## config.mk

```make
export PLATFORM = sky130hd
export DESIGN_NAME = usb_midi_sysex_command_parser_top
export DESIGN_NICKNAME = d
export VERILOG_FILES = /design/src/hw/rtl/umsp_pkg.sv /design/src/hw/rtl/umsp_front.sv /design/src/hw/rtl/umsp_queue.sv /design/src/hw/rtl/umsp_back.sv /design/src/hw/rtl/usb_midi_sysex_command_parser_top.sv
export SDC_FILE = /design/constraint.sdc
export NUM_CORES = 1
export LEC_CHECK = 0
export ABC_AREA = 1
export BUFFER_PORTS_ARGS = -buffer_cell sky130_fd_sc_hd__buf_2
export CAP_MARGIN = 20
export CORE_MARGIN = 5
export CORE_UTILIZATION = 30
export DETAILED_ROUTE_END_ITERATION = 10
export PLACE_DENSITY = 0.56
export SYNTH_ARGS = -nofsm -noshare
export SYNTH_HDL_FRONTEND = slang
export SYNTH_SLANG_ARGS = --single-unit
```

## constraint.sdc

```tcl
create_clock -name clk -period 3.81 [get_ports clk]
set_clock_uncertainty 0.1 [all_clocks]
set_input_delay 0.762 -clock clk [delete_from_list [all_inputs] [get_ports clk]]
set_output_delay 0.762 -clock clk [all_outputs]
set_load 0.03 [all_outputs]
```

## src/hw/rtl/umsp_pkg.sv

```systemverilog
`timescale 1ns / 1ps
// ----------------------------------------------------------------------------
// USB-MIDI SysEx command parser package
// Shared types, constants and register codes for the parser blocks.
// ----------------------------------------------------------------------------
package umsp_pkg;

	localparam int BUFFER_DEPTH = 32;
	localparam int FADER_COUNT  = 8;
	localparam int HEAD_LEN     = 6;
	localparam int QUEUE_DEPTH  = 4;

	localparam int CNT_W  = $clog2(BUFFER_DEPTH + 1);
	localparam int HIDX_W = $clog2(HEAD_LEN);
	localparam int QPTR_W = $clog2(QUEUE_DEPTH);
	localparam int QCNT_W = $clog2(QUEUE_DEPTH + 1);

	localparam logic [3:0] CIN_MASK     = 4'hF;
	localparam logic [3:0] CIN_SYSEX_LO = 4'h4;
	localparam logic [3:0] CIN_SYSEX_HI = 4'h7;
	localparam logic [3:0] CIN_BEND     = 4'hE;

	localparam logic [7:0] SYX_OPEN  = 8'hF0;
	localparam logic [7:0] SYX_CLOSE = 8'hF7;

	localparam logic [1:0] REPLY_NONE    = 2'd0;
	localparam logic [1:0] REPLY_QUERY   = 2'd1;
	localparam logic [1:0] REPLY_VERSION = 2'd2;

	localparam logic [2:0] CFG_MAKER_FIRST  = 3'd0;
	localparam logic [2:0] CFG_MAKER_SECOND = 3'd1;
	localparam logic [2:0] CFG_MAKER_THIRD  = 3'd2;
	localparam logic [2:0] CFG_DEVICE       = 3'd3;
	localparam logic [2:0] CFG_QUERY        = 3'd4;
	localparam logic [2:0] CFG_VERSION      = 3'd5;

	typedef struct packed {
		logic [7:0] packet_header;
		logic [7:0] first_byte;
		logic [7:0] second_byte;
		logic [7:0] third_byte;
	} in_item_t;

	typedef struct packed {
		logic [1:0] reply_event;
		logic       message_closed;
		logic       fader_written;
		logic [2:0] fader_channel;
		logic [7:0] fader_level;
	} out_item_t;

	typedef struct packed {
		logic       sysex;
		logic       open;
		logic       close;
		logic       nz2;
		logic       nz3;
		logic       bend;
		logic [2:0] chan;
		logic [7:0] b1;
		logic [7:0] b2;
		logic [7:0] b3;
	} cls_t;

endpackage

```

## src/hw/rtl/umsp_front.sv

```systemverilog
`timescale 1ns / 1ps
// ----------------------------------------------------------------------------
// USB-MIDI parser front end
// Decodes the code index number and the byte markers of each event packet.
// ----------------------------------------------------------------------------
module umsp_front (
	input  umsp_pkg::in_item_t pkt,
	output umsp_pkg::cls_t     cls
);
	import umsp_pkg::*;

	logic [3:0] cin;
	logic [3:0] ch;

	always_comb begin
		cin       = pkt.packet_header[3:0] & CIN_MASK;
		ch        = pkt.first_byte[3:0];
		cls.sysex = (cin >= CIN_SYSEX_LO) && (cin <= CIN_SYSEX_HI);
		cls.open  = (pkt.first_byte == SYX_OPEN);
		cls.close = (pkt.first_byte == SYX_CLOSE) || (pkt.second_byte == SYX_CLOSE)
			|| (pkt.third_byte == SYX_CLOSE);
		cls.nz2   = (pkt.second_byte != 8'd0);
		cls.nz3   = (pkt.third_byte != 8'd0);
		cls.bend  = (cin == CIN_BEND) && ({1'b0, ch} < 5'(FADER_COUNT));
		cls.chan  = ch[2:0];
		cls.b1    = pkt.first_byte;
		cls.b2    = pkt.second_byte;
		cls.b3    = pkt.third_byte;
	end

endmodule

```

## src/hw/rtl/umsp_queue.sv

```systemverilog
`timescale 1ns / 1ps
// ----------------------------------------------------------------------------
// USB-MIDI parser decode queue
// Short first-in first-out store between the decoder and the executor.
// ----------------------------------------------------------------------------
module umsp_queue (
	input  logic           clk,
	input  logic           arst_n,
	input  logic           push,
	input  umsp_pkg::cls_t push_data,
	output logic           full,
	input  logic           pop,
	output umsp_pkg::cls_t pop_data,
	output logic           not_empty
);
	import umsp_pkg::*;

	cls_t              slot_q [QUEUE_DEPTH];
	logic [QPTR_W-1:0] wr_ptr_q;
	logic [QPTR_W-1:0] rd_ptr_q;
	logic [QCNT_W-1:0] count_q;

	assign full      = (count_q == QCNT_W'(QUEUE_DEPTH));
	assign not_empty = (count_q != '0);
	assign pop_data  = slot_q[rd_ptr_q];

	always_ff @(posedge clk) begin
		if (push) begin
			slot_q[wr_ptr_q] <= push_data;
		end
	end

	always_ff @(posedge clk or negedge arst_n) begin
		if (!arst_n) begin
			wr_ptr_q <= '0;
			rd_ptr_q <= '0;
			count_q  <= '0;
		end else begin
			if (push) begin
				wr_ptr_q <= wr_ptr_q + QPTR_W'(1);
			end
			if (pop) begin
				rd_ptr_q <= rd_ptr_q + QPTR_W'(1);
			end
			unique case ({push, pop})
				2'b10:   count_q <= count_q + QCNT_W'(1);
				2'b01:   count_q <= count_q - QCNT_W'(1);
				default: count_q <= count_q;
			endcase
		end
	end

endmodule

```

## src/hw/rtl/umsp_back.sv

```systemverilog
`timescale 1ns / 1ps
// ----------------------------------------------------------------------------
// USB-MIDI parser executor
// Holds the configuration and SysEx state, reassembles messages and
// registers one result item per decoded packet.
// ----------------------------------------------------------------------------
module umsp_back (
	input  logic                clk,
	input  logic                arst_n,
	input  logic                cfg_valid,
	input  logic [2:0]          cfg_index,
	input  logic [6:0]          cfg_data,
	input  logic                q_valid,
	input  umsp_pkg::cls_t      q_data,
	output logic                q_pop,
	output logic                out_valid,
	input  logic                out_stall,
	output umsp_pkg::out_item_t out_item
);
	import umsp_pkg::*;

	logic [6:0]        maker_first_q;
	logic [6:0]        maker_second_q;
	logic [6:0]        maker_third_q;
	logic [6:0]        device_q;
	logic [6:0]        query_q;
	logic [6:0]        version_q;

	logic [7:0]        head_q [HEAD_LEN];
	logic [CNT_W-1:0]  cnt_q;
	logic              inside_q;

	logic [7:0]        head_n [HEAD_LEN];
	logic [CNT_W-1:0]  cnt_n;
	logic              inside_n;
	out_item_t         res;
	logic              out_valid_q;
	out_item_t         out_q;

	assign q_pop     = q_valid && (!out_valid_q || !out_stall);
	assign out_valid = out_valid_q;
	assign out_item  = out_q;

	always_comb begin
		logic             active;
		logic [2:0]       en;
		logic [2:0][7:0]  pb;
		logic [CNT_W-1:0] c;
		logic             match;
		head_n   = head_q;
		cnt_n    = cnt_q;
		inside_n = inside_q;
		res      = '0;
		active   = q_data.open || inside_q;
		en[0]    = active;
		en[1]    = q_data.open || (inside_q && q_data.nz2);
		en[2]    = active && q_data.nz3;
		pb[0]    = q_data.b1;
		pb[1]    = q_data.b2;
		pb[2]    = q_data.b3;
		c        = q_data.open ? '0 : cnt_q;
		for (int k = 0; k < 3; k++) begin
			if (en[k] && (c < CNT_W'(BUFFER_DEPTH))) begin
				if (c < CNT_W'(HEAD_LEN)) begin
					head_n[c[HIDX_W-1:0]] = pb[k];
				end
				c = c + CNT_W'(1);
			end
		end
		match = (c >= CNT_W'(HEAD_LEN))
			&& (head_n[1] == {1'b0, maker_first_q})
			&& (head_n[2] == {1'b0, maker_second_q})
			&& (head_n[3] == {1'b0, maker_third_q})
			&& (head_n[4] == {1'b0, device_q});
		if (q_data.sysex) begin
			if (q_data.close) begin
				inside_n           = 1'b0;
				cnt_n              = '0;
				res.message_closed = 1'b1;
				priority if (match && (head_n[5] == {1'b0, query_q})) begin
					res.reply_event = REPLY_QUERY;
				end else if (match && (head_n[5] == {1'b0, version_q})) begin
					res.reply_event = REPLY_VERSION;
				end else begin
					res.reply_event = REPLY_NONE;
				end
			end else begin
				inside_n = active;
				cnt_n    = c;
			end
		end else begin
			head_n = head_q;
			if (q_data.bend) begin
				res.fader_written = 1'b1;
				res.fader_channel = q_data.chan;
				res.fader_level   = q_data.b3;
			end
		end
	end

	always_ff @(posedge clk or negedge arst_n) begin
		if (!arst_n) begin
			maker_first_q  <= 7'd0;
			maker_second_q <= 7'd0;
			maker_third_q  <= 7'd102;
			device_q       <= 7'd20;
			query_q        <= 7'd0;
			version_q      <= 7'd19;
		end else if (cfg_valid) begin
			unique case (cfg_index)
				CFG_MAKER_FIRST:  maker_first_q  <= cfg_data;
				CFG_MAKER_SECOND: maker_second_q <= cfg_data;
				CFG_MAKER_THIRD:  maker_third_q  <= cfg_data;
				CFG_DEVICE:       device_q       <= cfg_data;
				CFG_QUERY:        query_q        <= cfg_data;
				CFG_VERSION:      version_q      <= cfg_data;
				default:          ;
			endcase
		end
	end

	always_ff @(posedge clk or negedge arst_n) begin
		if (!arst_n) begin
			for (int i = 0; i < HEAD_LEN; i++) begin
				head_q[i] <= 8'd0;
			end
			cnt_q       <= '0;
			inside_q    <= 1'b0;
			out_valid_q <= 1'b0;
		end else begin
			if (q_pop) begin
				head_q      <= head_n;
				cnt_q       <= cnt_n;
				inside_q    <= inside_n;
				out_valid_q <= 1'b1;
			end else if (!out_stall) begin
				out_valid_q <= 1'b0;
			end
		end
	end

	always_ff @(posedge clk) begin
		if (q_pop) begin
			out_q <= res;
		end
	end

endmodule

```

## src/hw/rtl/usb_midi_sysex_command_parser_top.sv

```systemverilog
`timescale 1ns / 1ps
// ----------------------------------------------------------------------------
// USB-MIDI SysEx command parser
// Accepted packets are queued; each result is then registered by the executor.
// Throughput: one packet per cycle while the output is not stalled.
// The four-entry decode queue absorbs output stalls before input stalls.
// Reset clears the configuration to defaults and empties all SysEx state.
// ----------------------------------------------------------------------------
module usb_midi_sysex_command_parser_top (
	input  logic                clk,
	input  logic                arst_n,
	input  logic                in_valid,
	output logic                in_stall,
	input  umsp_pkg::in_item_t  in_item,
	output logic                out_valid,
	input  logic                out_stall,
	output umsp_pkg::out_item_t out_item,
	input  logic                cfg_valid,
	output logic                cfg_ready,
	input  logic [2:0]          cfg_index,
	input  logic [6:0]          cfg_data
);
	import umsp_pkg::*;

	cls_t front_cls;
	cls_t q_data;
	logic q_full;
	logic q_valid;
	logic q_pop;

	assign in_stall  = q_full;
	assign cfg_ready = 1'b1;

	umsp_front u_front (
		.pkt (in_item),
		.cls (front_cls)
	);

	umsp_queue u_queue (
		.clk       (clk),
		.arst_n    (arst_n),
		.push      (in_valid && !q_full),
		.push_data (front_cls),
		.full      (q_full),
		.pop       (q_pop),
		.pop_data  (q_data),
		.not_empty (q_valid)
	);

	umsp_back u_back (
		.clk       (clk),
		.arst_n    (arst_n),
		.cfg_valid (cfg_valid && cfg_ready),
		.cfg_index (cfg_index),
		.cfg_data  (cfg_data),
		.q_valid   (q_valid),
		.q_data    (q_data),
		.q_pop     (q_pop),
		.out_valid (out_valid),
		.out_stall (out_stall),
		.out_item  (out_item)
	);

endmodule

```

==> results.json, run 1 <==
{
  "cp_num_buf_inv": 3,
  "cts-hold-fix-buffers": 0,
  "rows": 73,
  "ys_warn_count": 0,
  "ant_nets": 0,
  "yosys.area.top_type": "edfxtp_1",
  "p_sw_share_pct": 45.25,
  "fill_cells": 4091,
  "cts_buffers": 26,
  "syn_avg_cell_area_um2": 8.648,
  "hold_ws_ns": 0.09768,
  "crit_path_end_kind": "register",
  "cts_max_path_buffers": 3,
  "place_area_um2": 13410,
  "cpLargestDelayFamily": "simple AND/OR/NAND/NOR gates",
  "drt_iter0_drc": 844,
  "status": "completed",
  "fin_area_um2": 14800,
  "setup_viol": 0,
  "num_io_pins": 65,
  "setup_tns_ns": 0,
  "drt_pass1_iterations": 6,
  "synthesis.nets": 1455,
  "cts_tree": "done",
  "wl_um": 35660,
  "synthArstFlopShare_pct": 41.81,
  "fin_nets": 1577,
  "die_x_um": 210.8,
  "crit_path_start_kind": "register",
  "rsz0062_at_grt": "true",
  "fmax_mhz": 277.5,
  "via_count": 10090,
  "drive_gt1_share_pct": 20.70,
  "start_util_pct": 30.38,
  "coreArea_um2": 39820,
  "synthCells": 1399,
  "synth_top_area_share_pct": 33.51,
  "syn_to_final_growth_pct": 22.36,
  "seq_area_frac_synth_pct": 53.66,
  "wire_per_inst_um": 17.26,
  "worstPathArrival_ns": 3.92,
  "gp_congestion": 0.8974,
  "grt_use_total_pct": 15.51,
  "clock-sinks": 232,
  "p_leak_nw": 6.316,
  "grt-ovfl-total": 0,
  "die_area_um2": 44450,
  "synth_area_um2": 12100,
  "cts-root-buf": "clkbuf_16",
  "antenna_found_initial": 0,
  "pwr-share-clk_pct": 19.9,
  "synth.area.top_cells": "edfxtp_1, dfrtp_1, nand2_1, o21ai_0, inv_1",
  "p_per_area_nw_per_um2": 896.2,
  "maxSlewViolCount": 0,
  "max_stage_delay_ns": 0.47,
  "synth_edf_count": 135,
  "worstSetupPathType": "reg2reg",
  "ys_seq_elements": 232,
  "htree_levels": 1,
  "dieHeight_um": 210.8,
  "synth_cell_types": 48,
  "grt_pass1_vias": 9395,
  "drc": 0,
  "layout.cells.most_common": "nand2_1",
  "synthFlopType": "edfxtp_1",
  "n_antenna_cell": 0,
  "grt_pass1_wl_um": 54650,
  "max_cap_violations": 0,
  "layout_common_cells": "nand2_1, o21ai_0, edfxtp_1",
  "slew_headroom_pct": 36.35,
  "worst_path_max_delay_cell": "dfrtp_2",
  "clock_latency_ns": 0.55,
  "p_int_mw": 7.264,
  "dp.final_hpwl_um": 25050,
  "finalHoldViolCount": 0,
  "clk_pin_slew_ns": 0.06,
  "finalCritPeriodShare_pct": 94.59,
  "seq_power_share_pct": 27.7,
  "hold_class": "in2async",
  "portBuffers": 59,
  "cp_max_fo": 8,
  "worstMarginPinSlew_ns": 0.9428,
  "cp.required_ns": 4.12,
  "ir_worst_vdd_v": 0.0003735,
  "grt_start_max_net_pins": 64,
  "layout_min_cycle_time_ns": 3.604,
  "combPwrFrac_pct": 52.5,
  "drt-vias-per-instance": 4.886,
  "p_sw_mw": 6.004
}
==> cell usage after synthesis, types with 9 or more instances <==
library cell / n
nand2_1: 428
o21ai_0: 145
edfxtp_1: 135
inv_1: 110
nor2_1: 109
dfrtp_1: 88
nand3_1: 75
clkbuf_1: 40
nand4_1: 24
a21oi_1: 23
o21ai_1: 22
a31oi_1: 20
nand3b_1: 20
nand2_2: 17
o22ai_1: 12
nand3_2: 11
a32o_1: 10
dfstp_2: 9
inv_2: 9
==> stage by stage <==
| stage | std cells | setup WS, ns | power (mW) | utilization [%] |
|---|---|---|---|---|
| finish | 2066 | 0.2062 | 13.27 | 37.17 |
| global route | 2066 | -0.1036 | 14.17 | 37.17 |
| CTS | 2049 | 0.02877 | 12.85 | 36.08 |
| detailed placement | 2001 | -0.03628 | 10.14 | 33.67 |
| global placement | 2001 | 0.002292 | 10.07 | 33.67 |
| floorplan | 1399 | 0.4025 | 7.763 | - |
==> path summary, 6_finish.rpt <==
| check | from | to | slack (ns) | cells after the start |
|---|---|---|---|---|
| worst max-delay path | u_queue.rd_ptr_q[0]$_DFFE_PN0P_ | u_back.out_item[13]$_SDFFCE_PN0P_ | 0.21 | 27 |
| worst min-delay path | arst_n | u_back.head_q[7]$_DFFE_PN0P_ | 0.1 | 1 |
| worst max register to register | u_queue.rd_ptr_q[0]$_DFFE_PN0P_ | u_back.out_item[13]$_SDFFCE_PN0P_ | 0.21 | 27 |
| worst min register to register | u_back.head_q[31]$_DFFE_PN0P_ | u_back.head_q[31]$_DFFE_PN0P_ | 0.38 | 2 |
| max in group asynchronous | arst_n | u_back.maker_third_q[1]$_DFFE_PN1P_ | 2.74 | 2 |
| min in group clk | in_item[20] | u_queue.slot_q[3][20]$_DFFE_PP_ | 0.35 | 1 |
==> sequential cells by signal, summed over array words and instances, names as in the netlist, 2 cells and up <==
name,flops
u_back.version_q,7
u_back.query_q,7
u_queue.count_q,3
u_back.cnt_q,6
u_back.maker_third_q,7
u_queue.rd_ptr_q,2
u_back.head_q,40
u_queue.slot_q,120
u_back.maker_first_q,7
u_back.out_item,15
u_back.device_q,7
u_back.maker_second_q,7
u_queue.wr_ptr_q,2
==> layer usage <==
layer,global-route usage (%),share of wire (%)
met5,0,0
met4,5.053,3.1
met3,2.064,5.1
met2,25.97,48
met1,20.91,44
==> final cells by class <==
type | instances | area, um2 | area share [%]
inverter | 122 | 469.2 | 3.169
sequential | 232 | 6494 | 43.86
clock buffer | 30 | 718.2 | 4.851
tap | 525 | 656.9 | 4.437
clock inverter | 18 | 206.4 | 1.395
timing repair buffer | 147 | 1096 | 7.404
multi-input combinational | 992 | 5164 | 34.88
==> logic make-up (layout without fill, tap and decap cells) <==
| family | count (synthesis) | after routing | synth area share [%] |
|---|---|---|---|
| fa+ha+maj | 9 | 9 | 0.9928 |
| compound gates | 255 | 255 | 12.11 |
| other cells | 1 | 1 | 0.03099 |
| xor+xnor | 8 | 8 | 0.5791 |
| flops | 232 | 232 | 53.66 |
| simple gates | 718 | 719 | 26.61 |
| buf+inv | 176 | 317 | 6.019 |
==> power by group through the flow <==
stage / clock, mW / combinational [mW] / sequential [mW]
2_1_floorplan: 0 / 3.97 / 3.79
3_3_place_gp: 0 / 6.38 / 3.69
3_5_place_dp: 0 / 6.43 / 3.71
4_1_cts: 2.69 / 6.49 / 3.67
5_1_grt: 2.79 / 7.64 / 3.73
6_report: 2.64 / 6.96 / 3.67
==> what timing repair did <==
action / 4_1_cts / 5_1_grt
buffers inserted: 0 / 13
pin swaps: 0 / 25
endpoints found under the setup margin: 2 / 2
gates cloned: 0 / 3
gates resized for setup: 6 / 74
Power figures use the tool's default switching activity.
==> run 2, diff against run 1 <==
CORE_UTILIZATION = 40   (was 30)
PLACE_DENSITY = 0.67   (was 0.56)
==> run 2 against run 1 <==
Against the previous run: global-route usage is 4.0 points higher; die area shrank 24%; register-to-register slack lost 0.08 ns; non-clock buffer count up 4; count of clock-buffer cells in the layout rose by 9; final cell count shrank 6.4%; sequential power hardly changed; core utilization is 12 points higher; via count increased by 1.6%; setup slack worse by 0.084 ns; critical endpoint is now u_back.out_item[14]$_SDFFCE_PP0P_; highest routed layer unchanged.
==> results.json, run 2 (synthesis results as in run 1) <==
{
  "grt-ovfl-total": 0,
  "coreArea_um2": 29720,
  "layout_min_cycle_time_ns": 3.688,
  "finalCritPeriodShare_pct": 96.79,
  "drive_gt1_share_pct": 20.67,
  "grt_pass1_wl_um": 52410,
  "cts_buffers": 25,
  "cts_tree": "done",
  "fmax_mhz": 271.2,
  "worstSetupPathType": "reg2reg",
  "cts-root-buf": "clkbuf_16",
  "drt-vias-per-instance": 5.301,
  "status": "completed",
  "via_count": 10250,
  "layout_common_cells": "nand2_1, o21ai_0, edfxtp_1",
  "syn_to_final_growth_pct": 19.92,
  "ir_worst_vdd_v": 0.0004478,
  "crit_path_end_kind": "register",
  "start_util_pct": 40.71,
  "worst_path_max_delay_cell": "dfrtp_2",
  "dieHeight_um": 183.9,
  "power_mw": 13.03,
  "max_stage_delay_ns": 0.44,
  "die_x_um": 183.9,
  "maxSlewViolCount": 0,
  "hold_class": "in2async",
  "dp.final_hpwl_um": 23450,
  "finalHoldViolCount": 0,
  "rsz0062_at_grt": "true",
  "cp_cell_sequence": "clkinv_4 -> nand2_4 -> nand2_1 -> nand2_1 -> nand2_2 -> nor2_4 -> ha_4 -> nand2_4 -> nand2_4 -> ha_4 -> nand3_1 -> nand2_2 -> nand3_4 -> nand2_2 -> nor2_4 -> buf_6 -> nand4_1 -> buf_4 -> o21ai_2 -> xor2_1 -> nand2_1 -> nor2_2 -> nand3_2 -> nor2_1",
  "clk_pin_slew_ns": 0.07,
  "setup_tns_ns": 0,
  "largest_register_ffs": 120,
  "cp.required_ns": 4.11,
  "worstMarginPinSlew_ns": 0.9075,
  "wire_per_inst_um": 17.48,
  "drt_iter0_drc": 877,
  "grt_use_total_pct": 19.51,
  "wl_um": 33810,
  "slew_headroom_pct": 39.50,
  "p_per_area_nw_per_um2": 898.4,
  "layout.cells.most_common": "nand2_1",
  "crit_path_start_kind": "register",
  "fill_cells": 2730,
  "regArea_um2": 6495,
  "p_leak_nw": 6.254,
  "ant_nets": 0,
  "htree_levels": 1,
  "fin_nets": 1580,
  "cp_max_fo": 7,
  "drt_pass1_iterations": 6,
  "grt_start_max_net_pins": 66,
  "utilization_pct": 48.82,
  "cts_max_path_buffers": 3,
  "grt_pass1_vias": 9706,
  "drc": 0,
  "setup_viol": 0,
  "num_io_pins": 65,
  "multi_input_area_um2": 5141,
  "largest-register": "u_queue.slot_q",
  "max_cap_violations": 0,
  "gp_congestion": 0.9697,
  "clock-sinks": 232,
  "worstPathArrival_ns": 3.99,
  "portBuffers": 59,
  "antenna_found_initial": 0,
  "die_area_um2": 33830,
  "clock_latency_ns": 0.54,
  "rows": 63
}
## run 2: per-layer routing
metal / vias up / GRT usage [%] / routed length [um]
met2: 377 / 30.80 / 15450
li1: 4993 / - / -
met5: - / 0 / 0
met3: 94 / 3.403 / 2601
met4: 0 / 8.163 / 1504
met1: 4788 / 26.70 / 14250
## run 2: worst paths after layout
check	startpoint	endpoint	slack, ns	cells past startpoint
min in group clk	in_item[23]	u_queue.slot_q[0][23]$_DFFE_PP_	0.36	1
hold reg to reg	u_back.head_q[31]$_DFFE_PN0P_	u_back.head_q[31]$_DFFE_PN0P_	0.37	2
setup / recovery	u_queue.rd_ptr_q[0]$_DFFE_PN0P_	u_back.out_item[14]$_SDFFCE_PP0P_	0.12	24
max in group asynchronous	arst_n	u_back.version_q[4]$_DFFE_PN1P_	2.46	2
setup reg to reg	u_queue.rd_ptr_q[0]$_DFFE_PN0P_	u_back.out_item[14]$_SDFFCE_PP0P_	0.12	24
hold / removal	arst_n	u_back.head_q[34]$_DFFE_PN0P_	0.23	1
## run 2: critical path: cells and delay by family, from the launching register on
kind                     cells  cell delay (ns)
AO/OA/AOI/OAI                1             0.16
buffers and inverters        3             0.50
adder cells (fa/ha/maj)      2             0.40
XOR/XNOR                     1             0.15
flip-flops                   1             0.44
AND/OR/NAND/NOR             17             1.76
## run 2: layout make-up
class | instances | share of cell area, %
Sequential cell | 232 | 44.77
Multi-Input combinational cell | 992 | 35.43
Timing Repair Buffer | 151 | 7.373
Clock buffer | 39 | 5.355
Tap cell | 390 | 3.363
Inverter | 122 | 3.242
Clock inverter | 7 | 0.4484
Antenna cell | 1 | 0.01725
## run 2: repair_timing
| action | in CTS | in global routing |
|---|---|---|
| pin swaps | 2 | 32 |
| hold buffers | 0 | 0 |
| cloned | 0 | 3 |
| endpoints found under the setup margin | 2 | 2 |
| gates resized for setup | 8 | 73 |
| setup buffers | 3 | 12 |
## run 2: where the power goes
group	internal, mW	leakage, nW	switching [mW]
combinational	2.33	3.41	4.61
clock	1.42	0.419	0.997
sequential	3.38	2.43	0.297
## run 2: through the flow
step	cell area, um2	setup WS [ns]	hold slack (ns)	std cells
final	14510	0.1224	0.2268	1934
after global routing	14510	-0.09946	0.3022	1933
after CTS	14120	0.004488	0.2723	1918
after detailed placement	13210	-0.06206	0.3609	1869
after global placement	13210	-0.004112	0.3585	1869
after floorplan	12100	0.4025	0.3438	1399
